`src/hw/rtl/ptpd_pkg.sv`:
```
// ptpd_pkg: widths, reset values, register indexes and beat types for the
// pan/tilt pd tracker. No dependencies; used by the top level and its checker.
`timescale 1ns / 1ps

package ptpd_pkg;

	localparam int TGT_W     = 9;
	localparam int POS_W     = 10;
	localparam int GAIN_W    = 12;
	localparam int ERR_W     = TGT_W + 1;
	localparam int DIFF_W    = ERR_W + 1;
	// err*p needs ERR_W+GAIN_W, diff*d needs DIFF_W+GAIN_W, one more for the sum
	localparam int ACC_W     = DIFF_W + GAIN_W + 1;
	localparam int SUM_W     = ACC_W + 1;
	localparam int CFG_IDX_W = 8;
	localparam int CFG_DAT_W = GAIN_W;

	localparam int CENTER_POS_DEF = 500;
	localparam int GAIN_SHIFT_DEF = 10;

	localparam logic [GAIN_W-1:0] PAN_P_RST  = GAIN_W'(400);
	localparam logic [GAIN_W-1:0] PAN_D_RST  = GAIN_W'(300);
	localparam logic [GAIN_W-1:0] TILT_P_RST = GAIN_W'(500);
	localparam logic [GAIN_W-1:0] TILT_D_RST = GAIN_W'(400);
	localparam logic [TGT_W-1:0]  X_CTR_RST  = TGT_W'(159);
	localparam logic [TGT_W-1:0]  Y_CTR_RST  = TGT_W'(99);
	localparam logic [POS_W-1:0]  POS_MIN_RST = POS_W'(0);
	localparam logic [POS_W-1:0]  POS_MAX_RST = POS_W'(1000);

	localparam logic [CFG_IDX_W-1:0] REG_PAN_P   = CFG_IDX_W'(0);
	localparam logic [CFG_IDX_W-1:0] REG_PAN_D   = CFG_IDX_W'(1);
	localparam logic [CFG_IDX_W-1:0] REG_TILT_P  = CFG_IDX_W'(2);
	localparam logic [CFG_IDX_W-1:0] REG_TILT_D  = CFG_IDX_W'(3);
	localparam logic [CFG_IDX_W-1:0] REG_X_CTR   = CFG_IDX_W'(4);
	localparam logic [CFG_IDX_W-1:0] REG_Y_CTR   = CFG_IDX_W'(5);
	localparam logic [CFG_IDX_W-1:0] REG_POS_MIN = CFG_IDX_W'(6);
	localparam logic [CFG_IDX_W-1:0] REG_POS_MAX = CFG_IDX_W'(7);

	typedef struct packed {
		logic [TGT_W-1:0] target_x;
		logic [TGT_W-1:0] target_y;
	} target_t;

	typedef struct packed {
		logic [POS_W-1:0] pan_pos;
		logic [POS_W-1:0] tilt_pos;
	} servo_t;

endpackage

```
`src/hw/rtl/pan_tilt_pd_tracker.sv`:
```
// Pan/tilt pd tracker: one target position in, one pair of servo positions out.
// Throughput is one beat per clock; a beat is registered in turn in the input
// register, the error/gain product stage and the position accumulate and
// clamp stage that feeds the output. The input only
// stalls while all three stages are full and the servo side is not ready.
// Depends on ptpd_pkg.
`timescale 1ns / 1ps

module pan_tilt_pd_tracker #(
	parameter int CENTER_POS = ptpd_pkg::CENTER_POS_DEF,
	parameter int GAIN_SHIFT = ptpd_pkg::GAIN_SHIFT_DEF
) (
	input  logic                                clk,
	input  logic                                arst_n,
	input  logic                                cfg_valid,
	output logic                                cfg_ready,
	input  logic [ptpd_pkg::CFG_IDX_W-1:0]      cfg_index,
	input  logic [ptpd_pkg::CFG_DAT_W-1:0]      cfg_data,
	input  logic                                target_valid,
	output logic                                target_ready,
	input  ptpd_pkg::target_t                   target,
	output logic                                servo_valid,
	input  logic                                servo_ready,
	output ptpd_pkg::servo_t                    servo
);

	localparam int TGT_W  = ptpd_pkg::TGT_W;
	localparam int POS_W  = ptpd_pkg::POS_W;
	localparam int GAIN_W = ptpd_pkg::GAIN_W;
	localparam int ERR_W  = ptpd_pkg::ERR_W;
	localparam int DIFF_W = ptpd_pkg::DIFF_W;
	localparam int ACC_W  = ptpd_pkg::ACC_W;
	localparam int SUM_W  = ptpd_pkg::SUM_W;

	// configuration
	logic [GAIN_W-1:0] pan_p_q, pan_d_q, tilt_p_q, tilt_d_q;
	logic [TGT_W-1:0]  x_ctr_q, y_ctr_q;
	logic [POS_W-1:0]  pos_min_q, pos_max_q;

	assign cfg_ready = 1'b1;

	always_ff @(posedge clk or negedge arst_n) begin
		if (!arst_n) begin
			pan_p_q   <= ptpd_pkg::PAN_P_RST;
			pan_d_q   <= ptpd_pkg::PAN_D_RST;
			tilt_p_q  <= ptpd_pkg::TILT_P_RST;
			tilt_d_q  <= ptpd_pkg::TILT_D_RST;
			x_ctr_q   <= ptpd_pkg::X_CTR_RST;
			y_ctr_q   <= ptpd_pkg::Y_CTR_RST;
			pos_min_q <= ptpd_pkg::POS_MIN_RST;
			pos_max_q <= ptpd_pkg::POS_MAX_RST;
		end else if (cfg_valid && cfg_ready) begin
			case (cfg_index)
				ptpd_pkg::REG_PAN_P:   pan_p_q   <= cfg_data;
				ptpd_pkg::REG_PAN_D:   pan_d_q   <= cfg_data;
				ptpd_pkg::REG_TILT_P:  tilt_p_q  <= cfg_data;
				ptpd_pkg::REG_TILT_D:  tilt_d_q  <= cfg_data;
				ptpd_pkg::REG_X_CTR:   x_ctr_q   <= cfg_data[TGT_W-1:0];
				ptpd_pkg::REG_Y_CTR:   y_ctr_q   <= cfg_data[TGT_W-1:0];
				ptpd_pkg::REG_POS_MIN: pos_min_q <= cfg_data[POS_W-1:0];
				ptpd_pkg::REG_POS_MAX: pos_max_q <= cfg_data[POS_W-1:0];
				default: ;
			endcase
		end
	end

	// stage enables, each stage fills when the one after it moves or is empty
	logic v_s1, v_s2, out_v_q;
	logic out_en, s2_en, s1_en;

	assign out_en       = !out_v_q || servo_ready;
	assign s2_en        = !v_s2 || out_en;
	assign s1_en        = !v_s1 || s2_en;
	assign target_ready = s1_en;

	// stage 1: input register
	ptpd_pkg::target_t tgt_s1;

	always_ff @(posedge clk or negedge arst_n) begin
		if (!arst_n) begin
			v_s1 <= 1'b0;
		end else if (s1_en) begin
			v_s1 <= target_valid;
		end
	end

	always_ff @(posedge clk) begin
		if (s1_en && target_valid) begin
			tgt_s1 <= target;
		end
	end

	// stage 2: errors and gain products
	logic signed [ERR_W-1:0]  pan_err, tilt_err;
	logic signed [ERR_W-1:0]  pan_last_q, tilt_last_q;
	logic signed [DIFF_W-1:0] pan_diff, tilt_diff;
	logic signed [ACC_W-1:0]  pan_acc, tilt_acc;
	logic signed [ACC_W-1:0]  pan_acc_s2, tilt_acc_s2;
	logic                     have_last_q, upd_s2;
	logic                     load_s2;

	assign load_s2 = s2_en && v_s1;

	always_comb begin
		pan_err   = $signed({1'b0, x_ctr_q}) - $signed({1'b0, tgt_s1.target_x});
		tilt_err  = $signed({1'b0, tgt_s1.target_y}) - $signed({1'b0, y_ctr_q});
		pan_diff  = $signed({pan_err[ERR_W-1], pan_err})
			- $signed({pan_last_q[ERR_W-1], pan_last_q});
		tilt_diff = $signed({tilt_err[ERR_W-1], tilt_err})
			- $signed({tilt_last_q[ERR_W-1], tilt_last_q});
		pan_acc   = $signed({{(ACC_W-ERR_W){pan_err[ERR_W-1]}}, pan_err})
				* $signed({{(ACC_W-GAIN_W){1'b0}}, pan_p_q})
			+ $signed({{(ACC_W-DIFF_W){pan_diff[DIFF_W-1]}}, pan_diff})
				* $signed({{(ACC_W-GAIN_W){1'b0}}, pan_d_q});
		tilt_acc  = $signed({{(ACC_W-ERR_W){tilt_err[ERR_W-1]}}, tilt_err})
				* $signed({{(ACC_W-GAIN_W){1'b0}}, tilt_p_q})
			+ $signed({{(ACC_W-DIFF_W){tilt_diff[DIFF_W-1]}}, tilt_diff})
				* $signed({{(ACC_W-GAIN_W){1'b0}}, tilt_d_q});
	end

	always_ff @(posedge clk or negedge arst_n) begin
		if (!arst_n) begin
			v_s2        <= 1'b0;
			have_last_q <= 1'b0;
			pan_last_q  <= '0;
			tilt_last_q <= '0;
		end else begin
			if (s2_en) begin
				v_s2 <= v_s1;
			end
			if (load_s2) begin
				have_last_q <= 1'b1;
				pan_last_q  <= pan_err;
				tilt_last_q <= tilt_err;
			end
		end
	end

	always_ff @(posedge clk) begin
		if (load_s2) begin
			pan_acc_s2  <= pan_acc;
			tilt_acc_s2 <= tilt_acc;
			upd_s2      <= have_last_q;
		end
	end

	// stage 3: accumulate into position, clamp; position regs are the output payload
	logic signed [ACC_W-1:0] pan_step, tilt_step;
	logic signed [SUM_W-1:0] pan_sum, tilt_sum;
	logic signed [SUM_W-1:0] lo_ext, hi_ext;
	logic [POS_W-1:0]        pan_pos_q, tilt_pos_q;
	logic [POS_W-1:0]        pan_next, tilt_next;
	logic                    load_out;

	assign load_out = out_en && v_s2;

	always_comb begin
		pan_step  = pan_acc_s2 >>> GAIN_SHIFT;
		tilt_step = tilt_acc_s2 >>> GAIN_SHIFT;
		pan_sum   = $signed({{(SUM_W-POS_W){1'b0}}, pan_pos_q})
			+ $signed({pan_step[ACC_W-1], pan_step});
		tilt_sum  = $signed({{(SUM_W-POS_W){1'b0}}, tilt_pos_q})
			+ $signed({tilt_step[ACC_W-1], tilt_step});
		lo_ext    = $signed({{(SUM_W-POS_W){1'b0}}, pos_min_q});
		hi_ext    = $signed({{(SUM_W-POS_W){1'b0}}, pos_max_q});

		// max is checked first, so when min is above max a sum above max still gets max
		if (!upd_s2) begin
			pan_next = pan_pos_q;
		end else if (pan_sum > hi_ext) begin
			pan_next = pos_max_q;
		end else if (pan_sum < lo_ext) begin
			pan_next = pos_min_q;
		end else begin
			pan_next = pan_sum[POS_W-1:0];
		end

		if (!upd_s2) begin
			tilt_next = tilt_pos_q;
		end else if (tilt_sum > hi_ext) begin
			tilt_next = pos_max_q;
		end else if (tilt_sum < lo_ext) begin
			tilt_next = pos_min_q;
		end else begin
			tilt_next = tilt_sum[POS_W-1:0];
		end
	end

	always_ff @(posedge clk or negedge arst_n) begin
		if (!arst_n) begin
			out_v_q    <= 1'b0;
			pan_pos_q  <= POS_W'(CENTER_POS);
			tilt_pos_q <= POS_W'(CENTER_POS);
		end else begin
			if (out_en) begin
				out_v_q <= v_s2;
			end
			if (load_out) begin
				pan_pos_q  <= pan_next;
				tilt_pos_q <= tilt_next;
			end
		end
	end

	assign servo_valid    = out_v_q;
	assign servo.pan_pos  = pan_pos_q;
	assign servo.tilt_pos = tilt_pos_q;

endmodule

```
`config.mk`:
```
export PLATFORM = sky130hd
export DESIGN_NAME = pan_tilt_pd_tracker
export DESIGN_NICKNAME = d
export VERILOG_FILES = /design/src/hw/rtl/ptpd_pkg.sv /design/src/hw/rtl/pan_tilt_pd_tracker.sv
export SDC_FILE = /design/constraint.sdc
export NUM_CORES = 2
export LEC_CHECK = 0
export ABC_AREA = 0
export BUFFER_PORTS_ARGS = -buffer_cell sky130_fd_sc_hd__buf_2
export CORE_MARGIN = 1.5
export CORE_UTILIZATION = 54
export DETAILED_ROUTE_END_ITERATION = 6
export PLACE_DENSITY = 0.68
export SKIP_LAST_GASP = 1
export SYNTH_ARGS = -nofsm -noshare
export SYNTH_HDL_FRONTEND = slang
export SYNTH_SLANG_ARGS = --single-unit
```
`constraint.sdc`:
```
create_clock -name clk -period 23.4 [get_ports clk]
set_clock_uncertainty 0.15 [all_clocks]
set_input_delay 2.34 -clock clk [delete_from_list [all_inputs] [get_ports clk]]
set_output_delay 2.34 -clock clk [all_outputs]
set_load 0.05 [all_outputs]
```
==> results.rst <==
.. list-table::
   :header-rows: 1

   * - Metric
     - Value
   * - Outcome
     - completed
   * - Routed length on met3
     - around 2.4 mm
   * - Transition time at the pin with the least slew margin
     - approximately 1.3 ns
   * - Proportion of register bits with asynchronous set or reset after synthesis
     - 73.45%
   * - Worst Setup Slack, final
     - 13.15 ns
   * - Worst path arrival time
     - 10.32 ns
   * - Count of clock tree sinks
     - 177
   * - Row cnt
     - a little over 80
   * - Crit. End Element
     - register
   * - Antenna-violating nets left
     - 0
   * - Global routing usage summed across all routing layers
     - 27.59%
   * - Cell repeated most along the worst path
     - sky130_fd_sc_hd__fa_1
   * - Minimum clock period after layout
     - 10.25 ns
   * - DRC
     - 0
   * - Maximum number of pins on one net before global-route repair
     - 68
   * - Final number of max-transition violations
     - 0
   * - Count of state elements after synthesis
     - 177
   * - Global route overflow
     - 0
   * - Via count of the first global-routing pass
     - 20,340
   * - Placement Setup Slack
     - around 13 ns
   * - Via-to-Cell Ratio
     - 5.400
   * - Headroom to the max-slew limit
     - 15.70%
   * - Synthesis-to-layout area growth
     - 5.805%
   * - Final period utilization
     - 43.79%
   * - Number of antenna violations at the first check in global routing
     - 0
   * - Synthesized instance count
     - 2,804
   * - Most frequently used flop master after synthesis
     - sky130_fd_sc_hd__dfrtp_1
   * - Stage delay of the slowest cell on the critical path
     - about 0.82 ns
   * - Final Hold Fails
     - 0
   * - Syn nets
     - 3,594
   * - Horizontal extent of the die
     - 226.4 µm
   * - Wire length of the first global-routing pass
     - 108.3 mm
   * - Setup_tns
     - 0 ns
   * - Post-synth EDFFs
     - 47
   * - Cell area power density
     - 97.19 nW/µm²
   * - Placeable core area
     - 49,050 µm²
   * - Main area contributors after synthesis
     - sky130_fd_sc_hd__fa_1 32%, sky130_fd_sc_hd__ha_1 15%, sky130_fd_sc_hd__inv_1 8.8%
   * - Num CTS Buffers
     - 17
   * - Source-to-sink clock delay at the later pin of the worst-skew pair
     - 0.47 ns
   * - Port Buffer Count
     - 64
   * - Fin util
     - 58.11%
   * - DRT iter0 DRCs
     - roughly 1,100
   * - Estimated wirelength of the detail-placed design
     - between 50 and 60 mm
   * - Fraction of layout cells with a size suffix above 1
     - 10.28%
   * - Max-cap violation count
     - 0
   * - Leakage power figure
     - approximately 15 nW
   * - Nets
     - approximately 3,600
   * - Area of the mapped netlist
     - 26,940 µm²
   * - Yosys top cell by area
     - sky130_fd_sc_hd__fa_1
   * - Count of pins on the block boundary
     - 66
   * - Fraction of the yosys area taken by sequential cells
     - between 10% and 20%
   * - VDD IR max
     - 0.1528 mV
   * - CTS tree
     - done
   * - Yosys warnings
     - 0
   * - Vias post-DR
     - 18,820
   * - Clk slew on worst S/H paths
     - roughly 0.080 ns
   * - Die height
     - approximately 230 µm
   * - Number of iterations in the first detailed-routing pass
     - 5
   * - Worst hold path type
     - register to register
   * - Routability Congestion
     - 0.9560
   * - Die Area
     - 51,240 µm²
   * - Post CTS Setup Buffer Count
     - 0
   * - Routed met1 length
     - roughly 29 mm
   * - Critical path fanouts, max
     - 14
   * - H-tree levels
     - 4
   * - Maximum count of clock buffers along a single path
     - 2
   * - Hold buffer count at cts
     - 0
   * - Area share of the leading cell type in the synthesized netlist
     - 31.51%
   * - Commonest cells after routing, fill and taps aside
     - 634 x sky130_fd_sc_hd__inv_1, 424 x sky130_fd_sc_hd__fa_1, 323 x sky130_fd_sc_hd__nand2_1, 323 x sky130_fd_sc_hd__ha_1, 144 x sky130_fd_sc_hd__and2_1
   * - Critical path start-end classification
     - register to register
   * - Routed WL per cell
     - 18.78 µm
   * - Total Wirelength
     - around 65 mm
   * - Number of instances resized during post-cts repair
     - 0
   * - Most common library cell in the layout ignoring fill and taps
     - sky130_fd_sc_hd__inv_1
   * - Number of setup violations in the final report
     - 0
   * - Data required time at the worst endpoint
     - ~23 ns
   * - Unique cell type count in the Yosys netlist
     - 69
   * - Total length of routed met2 wires
     - 31.88 mm
   * - Per-instance average area after synthesis
     - around 9.6 µm²
   * - Peak clock frequency supported by timing
     - 97.60 MHz
   * - Starting Density
     - approximately 55%
   * - RSZ-0062 raised after global routing
     - no
   * - Highest-delay cell along the critical path
     - sky130_fd_sc_hd__xor2_1
   * - Critical path launch point type
     - register
   * - Max layer used
     - met4
   * - Cell at the root of the clock tree
     - sky130_fd_sc_hd__clkbuf_16
-- sequential cells by signal (all words and copies together) (netlist names), 12 cells and up --
signal       flops
tgt_s1          18
pan_acc_s2      14
tilt_acc_s2     14
pan_d_q         12
pan_p_q         12
tilt_d_q        12
tilt_p_q        12
-- worst paths after layout --
kind	start	slack, ns	end	cells past startpoint
setup / recovery	y_ctr_q[0]$_DFFE_PN1P_	13.15	tilt_acc_s2[23]$_DFFE_PP_	31
hold / removal	have_last_q$_DFFE_PN0P_	0.33	upd_s2$_DFFE_PP_	0
setup reg to reg	y_ctr_q[0]$_DFFE_PN1P_	13.15	tilt_acc_s2[23]$_DFFE_PP_	31
hold reg to reg	have_last_q$_DFFE_PN0P_	0.33	upd_s2$_DFFE_PP_	0
max in group asynchronous	arst_n	20.02	tilt_d_q[2]$_DFFE_PN0P_	2
min in group asynchronous	arst_n	1.71	have_last_q$_DFFE_PN0P_	1
-- per-stage QoR --
step / hold slack, ns / std cells / instance area [µm²] / total power, W
final: 0.3349 / 3485 / 28500 / 0.002770
after global routing: 0.3498 / 3484 / 28500 / 0.003032
after CTS: 0.3425 / 3484 / 28490 / 0.002780
after detailed placement: 0.3182 / 3452 / 27910 / 0.002462
after global placement: 0.2933 / 3452 / 27910 / 0.002415
after floorplan: 0.2660 / 2804 / 26940 / 0.001883
-- synth_stat cells (44+ instances only) --
master and count:
sky130_fd_sc_hd__and2_1 144, sky130_fd_sc_hd__xnor2_1 55, sky130_fd_sc_hd__a21oi_1 53, sky130_fd_sc_hd__nor2_1 86, sky130_fd_sc_hd__dfrtp_1 86, sky130_fd_sc_hd__edfxtp_1 47, sky130_fd_sc_hd__nand2_1 323, sky130_fd_sc_hd__ha_1 323
sky130_fd_sc_hd__dfstp_2 44, sky130_fd_sc_hd__mux2_2 87, sky130_fd_sc_hd__fa_1 424, sky130_fd_sc_hd__clkbuf_1 104, sky130_fd_sc_hd__inv_1 634
-- critical path, delay by kind of cell, from the launching register on --
| kind | cells | cell delay [ns] |
|---|---|---|
| compound gates | 12 | 2.76 |
| xor+xnor | 3 | 1.33 |
| simple gates | 3 | 0.40 |
| flops | 1 | 0.53 |
| fa+ha+maj | 11 | 4.71 |
| buf+inv | 2 | 0.10 |
-- logic make-up after synthesis --
kind of cell             count (synthesis)  share of synthesized area, %
AND/OR/NAND/NOR                        712                         12.67
buffers and inverters                  746                         10.45
flip-flops                             177                         17.52
AO/OA/AOI/OAI                          246                         6.251
adder cells (fa/ha/maj)                747                         46.51
XOR/XNOR                                68                         2.211
multiplexers                           107                         4.380
other                                    1                       0.01392
-- report_power, final --
group | total [W] | leakage (nW) | internal (W) | switching (W)
Sequential | 0.000487 | 2.04 | 0.000426 | 0.0000610
Combinational | 0.00199 | 12.3 | 0.000776 | 0.00121
Clock | 0.000295 | 0.283 | 0.000153 | 0.000142
Total | 0.00277 | 14.7 | 0.00136 | 0.00142
-- layer usage --
layer | global-route usage (%) | vias up
li1 | - | 8647
met1 | 37.96 | 9648
met5 | 0 | -
met2 | 46.02 | 431
met3 | 2.488 | 94
met4 | 9.290 | 0
-- area by class of cell --
type                            instances  area (µm²)
Fill cell                            4285       20550
Multi-Input combinational cell       1881       19420
Sequential cell                       177        4720
Inverter                              636        2387
Tap cell                              664       830.8
Timing Repair Buffer                   94       551.8
Clock buffer                           21       483.0
Clock inverter                         11       106.4
Antenna cell                            1       2.502
No activity file was read; power rests on OpenSTA's default activity.
